## src/hdl/hsv2rgb_pkg.sv

```systemverilog
// ----------------------------------------------------------------------------
// hsv2rgb_pkg
// Types and constants shared by the HSV to RGB converter pipeline.
// ----------------------------------------------------------------------------
package hsv2rgb_pkg;

  typedef struct packed {
    logic [7:0] hue;
    logic [7:0] saturation;
    logic [7:0] brightness;
  } pixel_in_t;

  typedef struct packed {
    logic [7:0] red;
    logic [7:0] green;
    logic [7:0] blue;
  } pixel_out_t;

  // Sextant of the hue circle, from (6*hue) >> 8.
  typedef enum logic [2:0] {
    SECT_RED_YELLOW     = 3'd0,
    SECT_YELLOW_GREEN   = 3'd1,
    SECT_GREEN_CYAN     = 3'd2,
    SECT_CYAN_BLUE      = 3'd3,
    SECT_BLUE_MAGENTA   = 3'd4,
    SECT_MAGENTA_RED    = 3'd5
  } sector_t;

  // Hues that give an exact color at full saturation.
  localparam logic [7:0] HUE_RED_LO  = 8'd0;
  localparam logic [7:0] HUE_YELLOW  = 8'd43;
  localparam logic [7:0] HUE_GREEN   = 8'd85;
  localparam logic [7:0] HUE_CYAN    = 8'd128;
  localparam logic [7:0] HUE_BLUE    = 8'd171;
  localparam logic [7:0] HUE_MAGENTA = 8'd213;
  localparam logic [7:0] HUE_RED_HI  = 8'd255;

  localparam logic [7:0]  CHAN_MAX = 8'd255;
  localparam logic [15:0] FULL16   = 16'd65535;

  // Channel enable masks for exact colors, ordered red, green, blue.
  localparam logic [2:0] MASK_NONE    = 3'b000;
  localparam logic [2:0] MASK_RED     = 3'b100;
  localparam logic [2:0] MASK_YELLOW  = 3'b110;
  localparam logic [2:0] MASK_GREEN   = 3'b010;
  localparam logic [2:0] MASK_CYAN    = 3'b011;
  localparam logic [2:0] MASK_BLUE    = 3'b001;
  localparam logic [2:0] MASK_MAGENTA = 3'b101;
  localparam logic [2:0] MASK_GREY    = 3'b111;

  // Result of the decode stage.
  typedef struct packed {
    logic       exact;
    logic [2:0] mask;
    sector_t    sector;
    logic [7:0] val;
    logic [15:0] xp;
    logic [15:0] xq;
    logic [15:0] xt;
  } stage1_t;

  // Result of the multiply stage: p, q and t already scaled to 8 bits.
  typedef struct packed {
    logic       exact;
    logic [2:0] mask;
    sector_t    sector;
    logic [7:0] val;
    logic [7:0] p;
    logic [7:0] q;
    logic [7:0] t;
  } stage2_t;

endpackage

```

## src/hdl/hsv2rgb_decode.sv

```systemverilog
// ----------------------------------------------------------------------------
// hsv2rgb_decode
// First stage: sector, fraction, exact-color decode and the three 16-bit
// multiplicands of p, q and t.
// ----------------------------------------------------------------------------
module hsv2rgb_decode
  import hsv2rgb_pkg::*;
(
  input  logic      clk,
  input  logic      rst_n,
  input  logic      valid_in,
  input  pixel_in_t data_in,
  output logic      ready_out,
  input  logic      ready_in,
  output logic      valid_out,
  output stage1_t   data_out
);

  logic        valid_r;
  stage1_t     data_r;
  stage1_t     data_nxt;
  logic [10:0] h6;
  logic [7:0]  frac;
  logic [15:0] frac_sat;
  logic [15:0] rfrac_sat;

  assign ready_out = !valid_r || ready_in;
  assign valid_out = valid_r;
  assign data_out  = data_r;

  always_comb begin
    h6        = {1'b0, data_in.hue, 2'b00} + {2'b00, data_in.hue, 1'b0};
    frac      = h6[7:0];
    frac_sat  = 16'(frac) * 16'(data_in.saturation);
    rfrac_sat = 16'(CHAN_MAX - frac) * 16'(data_in.saturation);

    data_nxt.sector = sector_t'(h6[10:8]);
    data_nxt.val    = data_in.brightness;
    data_nxt.xp     = FULL16 - {data_in.saturation, 8'h00};
    data_nxt.xq     = FULL16 - frac_sat;
    data_nxt.xt     = FULL16 - rfrac_sat;

    // Exact colors at full saturation take precedence; grey is the
    // all-channels mask.
    data_nxt.exact = 1'b1;
    data_nxt.mask  = MASK_NONE;
    priority if (data_in.saturation == CHAN_MAX &&
                 (data_in.hue == HUE_RED_LO || data_in.hue == HUE_RED_HI)) begin
      data_nxt.mask = MASK_RED;
    end else if (data_in.saturation == CHAN_MAX && data_in.hue == HUE_YELLOW) begin
      data_nxt.mask = MASK_YELLOW;
    end else if (data_in.saturation == CHAN_MAX && data_in.hue == HUE_GREEN) begin
      data_nxt.mask = MASK_GREEN;
    end else if (data_in.saturation == CHAN_MAX && data_in.hue == HUE_CYAN) begin
      data_nxt.mask = MASK_CYAN;
    end else if (data_in.saturation == CHAN_MAX && data_in.hue == HUE_BLUE) begin
      data_nxt.mask = MASK_BLUE;
    end else if (data_in.saturation == CHAN_MAX && data_in.hue == HUE_MAGENTA) begin
      data_nxt.mask = MASK_MAGENTA;
    end else if (data_in.saturation == 8'd0) begin
      data_nxt.mask = MASK_GREY;
    end else begin
      data_nxt.exact = 1'b0;
    end
  end

  always_ff @(posedge clk) begin
    if (!rst_n) begin
      valid_r <= 1'b0;
    end else if (ready_out) begin
      valid_r <= valid_in;
    end
  end

  always_ff @(posedge clk) begin
    if (ready_out && valid_in) begin
      data_r <= data_nxt;
    end
  end

endmodule

```

## src/hdl/hsv2rgb_mult.sv

```systemverilog
// ----------------------------------------------------------------------------
// hsv2rgb_mult
// Second stage: three 8 by 16 products of value with the p, q and t
// multiplicands, kept as their top eight bits.
// ----------------------------------------------------------------------------
module hsv2rgb_mult
  import hsv2rgb_pkg::*;
(
  input  logic    clk,
  input  logic    rst_n,
  input  logic    valid_in,
  input  stage1_t data_in,
  output logic    ready_out,
  input  logic    ready_in,
  output logic    valid_out,
  output stage2_t data_out
);

  logic        valid_r;
  stage2_t     data_r;
  stage2_t     data_nxt;
  logic [23:0] prod_p;
  logic [23:0] prod_q;
  logic [23:0] prod_t;

  assign ready_out = !valid_r || ready_in;
  assign valid_out = valid_r;
  assign data_out  = data_r;

  // (val*256 * x) >> 24 equals (val * x) >> 16; the result never exceeds 254.
  always_comb begin
    prod_p = 24'(data_in.val) * 24'(data_in.xp);
    prod_q = 24'(data_in.val) * 24'(data_in.xq);
    prod_t = 24'(data_in.val) * 24'(data_in.xt);

    data_nxt.exact  = data_in.exact;
    data_nxt.mask   = data_in.mask;
    data_nxt.sector = data_in.sector;
    data_nxt.val    = data_in.val;
    data_nxt.p      = prod_p[23:16];
    data_nxt.q      = prod_q[23:16];
    data_nxt.t      = prod_t[23:16];
  end

  always_ff @(posedge clk) begin
    if (!rst_n) begin
      valid_r <= 1'b0;
    end else if (ready_out) begin
      valid_r <= valid_in;
    end
  end

  always_ff @(posedge clk) begin
    if (ready_out && valid_in) begin
      data_r <= data_nxt;
    end
  end

endmodule

```

## src/hdl/hsv2rgb_select.sv

```systemverilog
// ----------------------------------------------------------------------------
// hsv2rgb_select
// Third stage: per-sector channel selection or exact color, into the
// output register.
// ----------------------------------------------------------------------------
module hsv2rgb_select
  import hsv2rgb_pkg::*;
(
  input  logic       clk,
  input  logic       rst_n,
  input  logic       valid_in,
  input  stage2_t    data_in,
  output logic       ready_out,
  input  logic       ready_in,
  output logic       valid_out,
  output pixel_out_t data_out
);

  logic       valid_r;
  pixel_out_t data_r;
  pixel_out_t data_nxt;

  assign ready_out = !valid_r || ready_in;
  assign valid_out = valid_r;
  assign data_out  = data_r;

  always_comb begin
    if (data_in.exact) begin
      data_nxt.red   = data_in.mask[2] ? data_in.val : 8'd0;
      data_nxt.green = data_in.mask[1] ? data_in.val : 8'd0;
      data_nxt.blue  = data_in.mask[0] ? data_in.val : 8'd0;
    end else begin
      unique case (data_in.sector)
        SECT_RED_YELLOW: begin
          data_nxt = '{red: data_in.val, green: data_in.t, blue: data_in.p};
        end
        SECT_YELLOW_GREEN: begin
          data_nxt = '{red: data_in.q, green: data_in.val, blue: data_in.p};
        end
        SECT_GREEN_CYAN: begin
          data_nxt = '{red: data_in.p, green: data_in.val, blue: data_in.t};
        end
        SECT_CYAN_BLUE: begin
          data_nxt = '{red: data_in.p, green: data_in.q, blue: data_in.val};
        end
        SECT_BLUE_MAGENTA: begin
          data_nxt = '{red: data_in.t, green: data_in.p, blue: data_in.val};
        end
        default: begin
          data_nxt = '{red: data_in.val, green: data_in.p, blue: data_in.q};
        end
      endcase
    end
  end

  always_ff @(posedge clk) begin
    if (!rst_n) begin
      valid_r <= 1'b0;
    end else if (ready_out) begin
      valid_r <= valid_in;
    end
  end

  always_ff @(posedge clk) begin
    if (ready_out && valid_in) begin
      data_r <= data_nxt;
    end
  end

endmodule

```

## src/hdl/hsv_to_rgb_converter.sv

```systemverilog
// ----------------------------------------------------------------------------
// hsv_to_rgb_converter
// Three-stage pipelined conversion of 8-bit HSV pixels to 8-bit RGB.
// ----------------------------------------------------------------------------
//
//   Channel  Ports                          Direction  Moves
//   -------  -----------------------------  ---------  -------------------
//   input    in_valid, in_stall, in_pixel   into       one HSV request
//   result   out_valid, out_stall, out_pixel out of    one RGB request
//
// An accepted request moves through the decode, multiply and select
// registers to out_valid; one request enters every cycle unless in_stall.
// The rate is set by the pipeline registers, one request per stage.
// Reset (rst_n low at a clock edge) empties all three stages.
// A stall on the result side holds the output register; the stages behind
// it keep filling bubbles, and in_stall rises only once every stage is full.
//
// Stage one decodes the sector, fraction and the exact-color cases, and
// forms the 16-bit multiplicands of p, q and t with two 8 by 8 products.
// Stage two forms the three 8 by 16 products with the value. Stage three
// picks the channels by sector and loads the output register.
// ----------------------------------------------------------------------------
module hsv_to_rgb_converter
  import hsv2rgb_pkg::*;
(
  input  logic       clk,
  input  logic       rst_n,
  input  logic       in_valid,
  output logic       in_stall,
  input  pixel_in_t  in_pixel,
  output logic       out_valid,
  input  logic       out_stall,
  output pixel_out_t out_pixel
);

  logic    s1_ready;
  logic    s1_valid;
  stage1_t s1_data;
  logic    s2_ready;
  logic    s2_valid;
  stage2_t s2_data;
  logic    s3_ready;

  // Each stage is ready when it is empty or when the stage after it moves.
  assign in_stall = !s1_ready;

  hsv2rgb_decode u_decode (
    .clk       (clk),
    .rst_n     (rst_n),
    .valid_in  (in_valid),
    .data_in   (in_pixel),
    .ready_out (s1_ready),
    .ready_in  (s2_ready),
    .valid_out (s1_valid),
    .data_out  (s1_data)
  );

  hsv2rgb_mult u_mult (
    .clk       (clk),
    .rst_n     (rst_n),
    .valid_in  (s1_valid),
    .data_in   (s1_data),
    .ready_out (s2_ready),
    .ready_in  (s3_ready),
    .valid_out (s2_valid),
    .data_out  (s2_data)
  );

  hsv2rgb_select u_select (
    .clk       (clk),
    .rst_n     (rst_n),
    .valid_in  (s2_valid),
    .data_in   (s2_data),
    .ready_out (s3_ready),
    .ready_in  (!out_stall),
    .valid_out (out_valid),
    .data_out  (out_pixel)
  );

endmodule

```

## config.mk

```make
export PLATFORM = sky130hd
export DESIGN_NAME = hsv_to_rgb_converter
export DESIGN_NICKNAME = d
export VERILOG_FILES = /design/src/hdl/hsv2rgb_pkg.sv /design/src/hdl/hsv2rgb_decode.sv /design/src/hdl/hsv2rgb_mult.sv /design/src/hdl/hsv2rgb_select.sv /design/src/hdl/hsv_to_rgb_converter.sv
export SDC_FILE = /design/constraint.sdc
export NUM_CORES = 1
export LEC_CHECK = 0
export ABC_AREA = 1
export CAP_MARGIN = 40
export CORE_MARGIN = 2
export CORE_UTILIZATION = 55
export CTS_CLUSTER_DIAMETER = 40
export DETAILED_ROUTE_END_ITERATION = 10
export DONT_BUFFER_PORTS = 1
export PLACE_DENSITY = 0.7
export SYNTH_ARGS = -nofsm -noshare
export SYNTH_HDL_FRONTEND = slang
export SYNTH_HIERARCHICAL = 1
export SYNTH_SLANG_ARGS = --single-unit
export TNS_END_PERCENT = 5
```

## constraint.sdc

```tcl
create_clock -name clk -period 18.2 [get_ports clk]
set_input_delay 2.73 -clock clk [delete_from_list [all_inputs] [get_ports clk]]
set_output_delay 2.73 -clock clk [all_outputs]
set_load 0.01 [all_outputs]
```

# Word level (Yosys, flattened, before mapping)
# Index checks and enable logic that the tools add are counted.
[op_classes]
addsub = 5
mul = 5
n_div = 0
n_lt_le_gt_ge = 0
eq_ne = 11
shifts = 0
muxes = 12
n_bitwise = 0
reduce_logical = 24
[op_table]
columns = ["cell", "n"]
rows = [
  ["one-hot mux 24 bit (5 select lines)", 1],
  ["multiplier 8 x 16 -> 24 bit", 3],
  ["subtractor 16 bit (first input constant)", 3],
  ["== test 8 bit (second input constant)", 5],
  ["2-to-1 mux 24 bit", 1],
  ["2-to-1 mux 8 bit", 3],
  ["logical NOT 8 bit", 2],
  ["multiplier 16 x 8 -> 16 bit", 1],
  ["multiplier 8 x 8 -> 16 bit", 1],
  ["2-to-1 mux 3 bit", 5],
  ["adder 10 x 9 -> 11 bit", 1],
  ["logical AND 1 bit", 9],
  ["subtractor 8 x 8 -> 9 bit (first input constant)", 1],
  ["== test 8 x 6 -> 1 bit (second input constant)", 1],
  ["== test 8 x 7 -> 1 bit (second input constant)", 1],
  ["== test 3 x 2 -> 1 bit (second input constant)", 2],
  ["OR reduction 6 bit", 1],
  ["logical NOT 1 bit", 5],
  ["logical OR 1 bit", 4],
  ["== test 3 x 1 -> 1 bit (second input constant)", 1],
  ["== test 3 bit (second input constant)", 1],
  ["logical NOT 3 bit", 1],
  ["OR reduction 3 bit", 1],
  ["2-to-1 mux 2 bit", 1],
  ["other kinds (2)", 2],
]
[word_totals]
reg_bits = 129
latch_bits = 0
ram_bits = 0
romBits = 0
elab_cells = 79
mem_count = 0

# Depth between registers and ports, before layout
# Gate-level depths: netlist (run 1).
[depth]
ltp_word = 7
mapped_depth = 28
ltp_nobuf = 27

# Hierarchy
# Netlist (run 1), hierarchy kept.
[by_module_without_submodules]
columns = ["mod", "instances", "cells_per_inst", "area_each_um2", "seq_area_each_um2"]
rows = [
  ["hsv2rgb_mult", 1, 2016, 14211.1, 1191.1],
  ["hsv2rgb_decode", 1, 825, 6850.3, 1641.6],
  ["hsv2rgb_select", 1, 295, 1949.4, 740.7],
  ["hsv_to_rgb_converter", 1, 2, 7.5, 0.0],
]

# Worst setup path after synthesis (run 1)
# No wires, ideal clock.
[synth_timing]
kind = "input-to-reg"
startpoint = "input in_pixel[16] in the netlist's numbering"
endpoint = "register u_decode.data_r (netlist bit u_decode/data_out[14]), data pin"
arrival_time_ps = 7523
slack_ps = 10425
cell_stages = 24
n_path_buf = 1
cell_sequence = "ha_1 fa_1 xor2_1 clkbuf_1 nor2_1 fa_1 inv_1 fa_1 inv_1 ha_1 inv_1 fa_1 inv_1 fa_1 inv_1 ha_1 nand2_1 nand2_1 a21oi_1 nor2_1 nor3_1 nand2_1 nand2_1 nand2_1"
[synth_rtl]
columns = ["element", "line", "source"]
rows = [
  ["start, declared", "hsv_to_rgb_converter.sv:30", "input pixel_in_t in_pixel,"],
  ["end signal, assigned", "hsv2rgb_decode.sv:77", "data_r <= data_nxt;"],
  ["end, declared", "hsv2rgb_decode.sv:20", "stage1_t data_r;"],
]

==> results of run 1 <==
placed cells by master, fill, tap and decap left out, drive strengths merged, types with 7 or more instances in the layout:
cell / count
a21o: 18
a21oi: 79
a31oi: 7
buf: 13
clkbuf: 17
conb: 9
edfxtp: 117
fa: 313
ha: 222
inv: 948
nand2: 853
nand3: 115
nand4: 40
nor2: 169
nor3: 22
o21ai: 43
o21bai: 16
xnor2: 9
xor2: 22
logic make-up after synthesis:
logic type	count (synthesis)
and+or+nand+nor	1214
buffers and inverters	1060
adders and majority gates	535
AOI/OAI and AO/OA	177
DFF	120
xor gates and xnor gates	31
other	1
flip-flops by register name, summed over array words and instances (netlist names):
register and count:
u_decode/data_out 54, u_decode/valid_out 1, u_mult/data_out 39, u_mult/valid_out 1, u_select/data_out 24, u_select/valid_out 1
metal layers:
metal  routed length, um  global-route usage (%)
met1               23700                    33.7
met2               26900                    46.4
met3                2790                    3.76
met4                1380                    9.11
met5                   0                       0
metrics by stage:
stage / std cells / util, % / setup slack, ns
after global placement: 3570 / 56.6 / 10.07
after detailed placement: 3570 / 56.6 / 9.98
final: 3602 / 58.0 / 10.39
after floorplan: 3146 / - / 10.42
after CTS: 3602 / 58.0 / 10.45
after global routing: 3602 / 58.0 / 10.19
final timing paths:
check	startpoint	slack, ns	to
hold / removal	u_decode/data_out[61]$_SDFFCE_PP1P_	0.42	u_mult/data_out[37]$_DFFE_PP_
setup / recovery	in_pixel[16]	10.39	u_decode/data_out[14]$_DFFE_PP_
hold reg to reg	u_decode/data_out[61]$_SDFFCE_PP1P_	0.42	u_mult/data_out[37]$_DFFE_PP_
setup reg to reg	u_decode/data_out[50]$_DFFE_PP_	13.35	u_mult/data_out[4]$_DFFE_PP_
worst register-to-register path: stages (launching register included):
cell	delay, ns
edfxtp_1	0.32
buf_4	0.57
nand2_1	0.23
fa_1	0.56
fa_1	0.55
inv_1	0.05
fa_1	0.47
inv_1	0.05
fa_1	0.48
inv_1	0.05
ha_1	0.35
a21oi_1	0.27
nor2_1	0.07
nor2_1	0.10
nand2_1	0.06
a21oi_1	0.16
nand2_1	0.07
nand2_1	0.06
nand2_1	0.12
layout make-up:
type	instances	area share [%]
clock buffer	17	1.78
clock inverter	15	0.640
inverter	939	14.8
multi-input combinational	1966	64.6
sequential	120	15.0
tap	532	2.79
timing repair buffer	13	0.409
==> impl_results.md, run 1 <==
- Status: finished, final reports clean
- # setup viols final: 0
- Hold Path Class: reg2reg
- Initial antenna violation count: 0
- Critical path required time: 18.40 ns
- Synth Cell Area: 0.0230 mm2
- Postcts setup bufs: 0
- Fin crit period: 7.81 ns
- Crit path kind: in2reg
- Vias: 18600
- CTS buffer count: 17
- Adder-Cell Fraction of Synth Area: 39.3%
- Simple-Gate Fraction of Synth Area: 21.7%
- Yosys top cell area share: 27.2%
- Sequential share of the synthesized area: 15.5%
- Critical Path Fanout Max: 15
- # nets final: 3620
- Stages on worst setup path: 26
- RSZ-0062 raised after global routing: no
- Fmax: 0.128 GHz
- Share of layout cells above drive strength 1: 3.09%
- Worst skew pair latency: 0.45 ns
- Post-CTS Hold Buffers: 0
- Distinct cell type count after synthesis: 52
- First-pass GRT wire length: 92900 um
- Main combinational cell family by area after synthesis: adder cells
- Storage element area: 0.00357 mm2
- IO Pins: 54
- Delay-heaviest family, CP: adder cells
- WHS Path Cells: 0
- XOR/XNOR Fraction of Synth Area: 1.18%
- Total Routed Length: 54700 um
- Asr flop ratio synth: 0%
- Initial Utilization: 56.0%
- DR WL/cell: 15.2 um
- Final Skew: 0.0111 ns
- Most used cell, CP: nand2_1
- CTS tree: done
- Top-count cell post-synth: inv_1
- Drt via density: 5.17
- Placer congestion estimate: 0.902
- DR pass1 iterations: 7
- DIE HEIGHT: 209 um
- Ys flop type: edfxtp_1
- PostCTS Resize Cnt: 0
- Area occupied by multi-input gates: 0.0154 mm2
- Total of max-cap violations: 0
- Root Driver: clkbuf_16
- Core Region: 0.0411 mm2
- Synth area leader: fa_1
- Fin area: 0.0238 mm2
- Clock sinks: 120
- Register clock-pin slew on the reported worst setup and hold paths: 0.06 ns
- Post-synth EDFFs: 117
- Max Slew Vio Count: 0
- # rows: 74
- Final-layout fill cell count: 3847
- Slew margin rel.: 47.1%
- # H-tree levels: 4
- Iter 0 DRT Violations: 1269
- Max stage delay on crit path: 0.53 ns
- Synth warn: 6
- Critical Path Sink Type: register
- Startpoint types: input port
- Vias in the first global route: 19400
- Hold Violations, Final: 0
- Width of the die: 209 um
- Antenna cell count: 0
- Top cells by area, synth: fa_1 27%, edfxtp_1 15%, inv_1 15%, nand2_1 14%, ha_1 12%
- Global route overflow: 0
- Critical Path AT: 8.01 ns
- Multiplexer area fraction after synthesis: 0%
- Slowest cell on the critical path: fa_1
- Fin crit share: 42.9%
- Largest net degree at the start of global routing: 50
- HPWL after detailed placement: 43200 um
- Syn Area/Cell: 7.34 um2
- Die area: 0.0435 mm2
- Top post-synthesis cells by count: 926 x inv_1, 838 x nand2_1, 313 x fa_1
- Input/output buffers: 0
- Yosys reg bits: 120
- Hold Slack: 0.423 ns
- Buf+Inv Stages, Crit Path: 5
- Antenna Violating Nets Remaining: 0
- Area delta synth->final: 3.59%
- Slew @ Worst Pin: 0.794 ns
- GRT Resource Usage Total: 26.5%
- Setup total negative slack: 0 ns
- Worst Reg-to-Reg Cells: 18
- Largest buffer count on any clock path: 2
- Residual DRC: 0
- Post-synthesis compound-gate area fraction: 4.51%
- Placed Area: 0.0233 mm2
- Synth Instances: 3138
Power of run 1 is left out: the tool's default activity adds up to more than one toggle a clock period on the data nets, which glitch-free logic cannot reach.
==> inputs of run 2 (changes only) <==
clock period = 7.6 ns   (was 18.2 ns; I/O delays follow)
==> run 2 against run 1 <==
Effect of this change:
- clock skew is 0.0019 ns higher
- clock-buffer cell count unchanged
- wire length barely moved
- global-route usage about the same
- cell area barely moved
- critical path type unchanged
- first-iteration DRC count is 8.0% higher
- critical path depth unchanged
- critical endpoint unchanged
- die area stayed put
==> impl_results.md, run 2 (synthesized netlist as in run 1, its figures left out) <==
- CTS buffer count: 17
- Max Slew Vio Count: 0
- Placed Area: 0.0233 mm2
- PostCTS Resize Cnt: 0
- Setup ws final: 1.43 ns
- Wire length on met3: 3000 um
- Hold Path Class: reg2reg
- Input/output buffers: 0
- # rows: 74
- Vias in the first global route: 19600
- Worst skew pair latency: 0.45 ns
- DR WL/cell: 15.2 um
- # H-tree levels: 4
- Critical Path Sink Type: register
- Setup total negative slack: 0 ns
- Largest buffer count on any clock path: 2
- Post-CTS Hold Buffers: 0
- Fin area: 0.0239 mm2
- Total of max-cap violations: 0
- Status: finished, final reports clean
- Fin crit share: 81.2%
- Register clock-pin slew on the reported worst setup and hold paths: 0.06 ns
- Pre-CTS WS: 1.01 ns
- Share of layout cells above drive strength 1: 3.19%
- Residual DRC: 0
- Core Region: 0.0411 mm2
- Top Layer Used: met4
- Antenna Violating Nets Remaining: 0
- GRT Resource Usage Total: 26.5%
- Fin crit period: 6.17 ns
- Global route overflow: 0
- Drt via density: 5.18
- Clock sinks: 120
- Postcts setup bufs: 0
- Antenna cell count: 0
- Reg2Reg Launch Point: u_decode/data_out[53]$_DFFE_PP_
- Routed met1 length: 23600 um
- Placer congestion estimate: 0.907
- Largest net degree at the start of global routing: 50
- Critical Path AT: 6.38 ns
- Slew @ Worst Pin: 0.775 ns
- First-pass GRT wire length: 93500 um
- Die area: 0.0435 mm2
- DR pass1 iterations: 6
- CP Launch Point: in_pixel[16]
- Worst Reg-to-Reg Cells: 18
- # setup viols final: 0
- CTS tree: done
- Crit path kind: in2reg
- Critical Path Fanout Max: 15
- DIE HEIGHT: 209 um
- Total Routed Length: 54800 um
- Root Driver: clkbuf_16
- Critical R2R Capture: u_mult/data_out[5]$_DFFE_PP_
- Number of flip-flops in the largest register: 54
- Width of the die: 209 um
- Fmax: 0.162 GHz
- # nets final: 3622
- Iter 0 DRT Violations: 1371
- Final Skew: 0.0130 ns
- Initial Utilization: 56.0%
- FF-to-FF setup slack: 2.67 ns
- Critical path required time: 7.80 ns
- Met2 WL: 27100 um
- Hold Slack: 0.422 ns
- Commonest cells after routing, fill and taps aside: 926 x inv_1, 838 x nand2_1, 313 x fa_1
- Startpoint types: input port
- Crit path capture: u_decode/data_out[14]$_DFFE_PP_
- Vias: 18700
- Slew margin rel.: 48.3%
- Hold Violations, Final: 0
- IO Pins: 54
- RSZ-0062 raised after global routing: no
- Initial antenna violation count: 0
- Most common cell after layout, fill and taps aside: inv_1
- HPWL after detailed placement: 43300 um
- Area delta synth->final: 3.64%
run 2: changes by cell type in the layout (fill, tap and decap cells not counted):
| cell | delta |
|---|---|
| inv_8 | +2 |
| bufinv_16 | -1 |
| inv_6 | -1 |
| buf_4 | +2 |
| clkinv_8 | +1 |
| clkinv_1 | -1 |
run 2: how the worst min path moves through the flow:
stage | from | end | slack [ns] | depth (start not counted)
after floorplan | u_decode/data_out[56]$_DFFE_PP_ | u_mult/data_out[32]$_DFFE_PP_ | 0.40 | 0
after global placement | u_decode/data_out[59]$_SDFFCE_PP0P_ | u_mult/data_out[35]$_DFFE_PP_ | 0.41 | 0
after detailed placement | u_decode/data_out[58]$_DFFE_PP_ | u_mult/data_out[34]$_DFFE_PP_ | 0.41 | 0
after CTS | u_decode/data_out[58]$_DFFE_PP_ | u_mult/data_out[34]$_DFFE_PP_ | 0.42 | 0
after global routing | u_decode/data_out[58]$_DFFE_PP_ | u_mult/data_out[34]$_DFFE_PP_ | 0.43 | 0
final | u_decode/data_out[58]$_DFFE_PP_ | u_mult/data_out[34]$_DFFE_PP_ | 0.42 | 0
run 2: area by class of cell:
| class | instances | area (um2) |
|---|---|---|
| Clock buffer | 17 | 425 |
| Sequential cell | 120 | 3570 |
| Fill cell | 3841 | 17300 |
| Timing Repair Buffer | 15 | 113 |
| Inverter | 939 | 3520 |
| Clock inverter | 15 | 149 |
| Multi-Input combinational cell | 1966 | 15400 |
| Tap cell | 532 | 666 |
run 2: critical path: stages:
cell and delay [ns]:
ha_1 0.23, fa_1 0.43, nand3_1 0.09, nand2_1 0.07, nand2_1 0.08, and2_1 0.45
nor2_1 0.12, fa_1 0.49, inv_1 0.05, fa_1 0.50, inv_1 0.04, ha_1 0.26
inv_1 0.05, fa_1 0.52, inv_1 0.05, fa_1 0.53, inv_1 0.04, ha_1 0.34
nand2_1 0.08, nand2_1 0.10, a21oi_1 0.24, nor2_1 0.08, nor3_1 0.19, nand2_1 0.08
nand2_1 0.07, nand2_1 0.04
run 2: metrics by stage:
step | std cells | utilization, %
2_1_floorplan | 3146 | -
3_3_place_gp | 3572 | 56.6
4_1_cts | 3604 | 58.0
6_report | 3604 | 58.0
3_5_place_dp | 3572 | 56.6
5_1_grt | 3604 | 58.0
run 2: layer usage:
layer / track usage [%] / up-vias
met5: 0 / -
met4: 7.81 / 0
met3: 2.55 / 74
met2: 46.4 / 539
met1: 34.9 / 9062
li1: - / 8992
Power of run 2 is left out for the same reason.
==> inputs of run 3 (changes only) <==
clock period = 5.91 ns   (was 7.6 ns; I/O delays follow)
==> run 3 against run 2 <==
Effect of this change:
- register-to-register slack got worse by 1.7 ns
- wire length rose by 0.47%
- sequential share of layout area decreased by 0.24 points
- global-route usage up 0.16 points
- first-iteration DRC count decreased by 16%
- cell count grew 1.0%
- setup slack worse by 1.1 ns
- critical path depth unchanged
- critical endpoint unchanged
- highest routed layer unchanged
==> impl_results.md, run 3 (synthesized netlist as in run 1, its figures left out) <==
- Status: finished, final reports clean
- Antenna Violating Nets Remaining: 0
- Placer congestion estimate: 0.910
- # setup viols final: 0
- Hold Violations, Final: 0
- Antenna cell count: 0
- Slew @ Worst Pin: 0.823 ns
- Crit path kind: in2reg
- Final Skew: 0.0183 ns
- Area delta synth->final: 5.33%
- Global routing usage on met1: 34.2%
- Fmax: 0.181 GHz
- Residual DRC: 0
- Worst skew pair latency: 0.44 ns
- Root Driver: clkbuf_16
- Total Routed Length: 55000 um
- # H-tree levels: 4
- PostCTS Resize Cnt: 0
- Register clock-pin slew on the reported worst setup and hold paths: 0.06 ns
- GRT Resource Usage Total: 26.6%
- # rows: 74
- HPWL after detailed placement: 44600 um
- CTS tree: done
- Hold Path Class: reg2reg
- Critical Path Sink Type: register
- First-pass GRT wire length: 94000 um
- Startpoint types: input port
- Final-layout fill cell count: 3836
- Number of flip-flops in the largest register: 54
- Critical path required time: 6.11 ns
- Share of layout cells above drive strength 1: 4.31%
- DR WL/cell: 15.1 um
- Initial antenna violation count: 0
- Drt via density: 5.15
- Most common cell after layout, fill and taps aside: inv_1
- RSZ-0062 raised after global routing: no
- Met3 Usage GRT: 3.41%
- Vias in the first global route: 19900
- IO Pins: 54
- Gr busiest metal: met2
- CTS buffer count: 17
- Input/output buffers: 0
- Clock sinks: 120
- Core Region: 0.0411 mm2
- Fin crit period: 5.54 ns
- Total of max-cap violations: 0
- Final instance count without filler cells: 3641
- Critical Path Fanout Max: 15
- Initial Utilization: 56.0%
- Met2 Usage GRT: 46.9%
- Largest net degree at the start of global routing: 55
- Slew margin rel.: 45.2%
- Die area: 0.0435 mm2
- Largest buffer count on any clock path: 2
- Fin crit share: 93.7%
- Global route overflow: 0
- Placed instance count: 3609
- DR pass1 iterations: 8
- Max Slew Vio Count: 0
- Commonest cells after routing, fill and taps aside: 926 x inv_1, 838 x nand2_1, 313 x fa_1
- # nets final: 3659
- Post-CTS Hold Buffers: 0
- Width of the die: 209 um
- Critical Path AT: 5.74 ns
- Iter 0 DRT Violations: 1156
- Vias: 18700
- Postcts setup bufs: 0
- DIE HEIGHT: 209 um
[run 3: cell types whose count changed in the layout (fill, tap and decap cells not counted), moves of 2 or more]
| cell | change |
|---|---|
| buf_12 | +6 |
| clkinv_2 | +2 |
| clkinvlp_4 | -2 |
| bufinv_16 | +2 |
| inv_8 | -4 |
| buf_4 | +30 |
[run 3: area by class of cell]
cell class	instances	area [um2]	share of cell area [%]
multi-input cells	1966	15400	63.5
inverters	939	3520	14.5
repair buffers	52	485	2.00
clock inverters	14	160	0.661
clock buffers	18	429	1.77
well taps	532	666	2.75
flip-flops and latches	120	3570	14.7
[run 3: final timing paths]
check / depth (start not counted) / to / slack [ns] / from
min: 0 / u_mult/data_out[37]$_DFFE_PP_ / 0.43 / u_decode/data_out[61]$_SDFFCE_PP1P_
min reg2reg: 0 / u_mult/data_out[37]$_DFFE_PP_ / 0.43 / u_decode/data_out[61]$_SDFFCE_PP1P_
max: 26 / u_decode/data_out[14]$_DFFE_PP_ / 0.37 / in_pixel[16]
max reg2reg: 17 / u_mult/data_out[1]$_DFFE_PP_ / 1.01 / u_decode/data_out[53]$_DFFE_PP_
[run 3: routing by layer]
layer	vias up	wire, um
li1	9056	-
met1	9011	23700
met2	550	26800
met3	116	3060
met4	0	1390
met5	-	0
[run 3: through the flow]
stage	utilization (%)	worst slack [ns]	area [um2]	hold WS, ns	setup TNS [ns]
after global placement	57.5	-0.0327	23600	0.407	-0.0434
after floorplan	-	0.0453	23000	0.400	0
after global routing	59.0	0.0201	24200	0.445	0
after CTS	59.0	0.381	24200	0.427	0
final	59.0	0.372	24200	0.426	0
after detailed placement	57.5	-0.0846	23700	0.412	-0.151
[run 3: critical path, cell delays in order]
cell     delay, ns
ha_1          0.20
fa_1          0.39
buf_4         0.15
xor2_1        0.15
buf_4         0.16
buf_4         0.16
inv_1         0.08
nand2_1       0.07
fa_1          0.36
inv_1         0.09
fa_1          0.43
fa_1          0.49
inv_1         0.05
fa_1          0.53
inv_1         0.04
ha_1          0.26
inv_1         0.04
ha_1          0.34
inv_1         0.09
o21ai_0       0.11
a21oi_1       0.22
nor2_1        0.08
nor3_1        0.18
nand2_1       0.08
nand2_1       0.06
nand2_1       0.04
Power of run 3 is left out for the same reason.
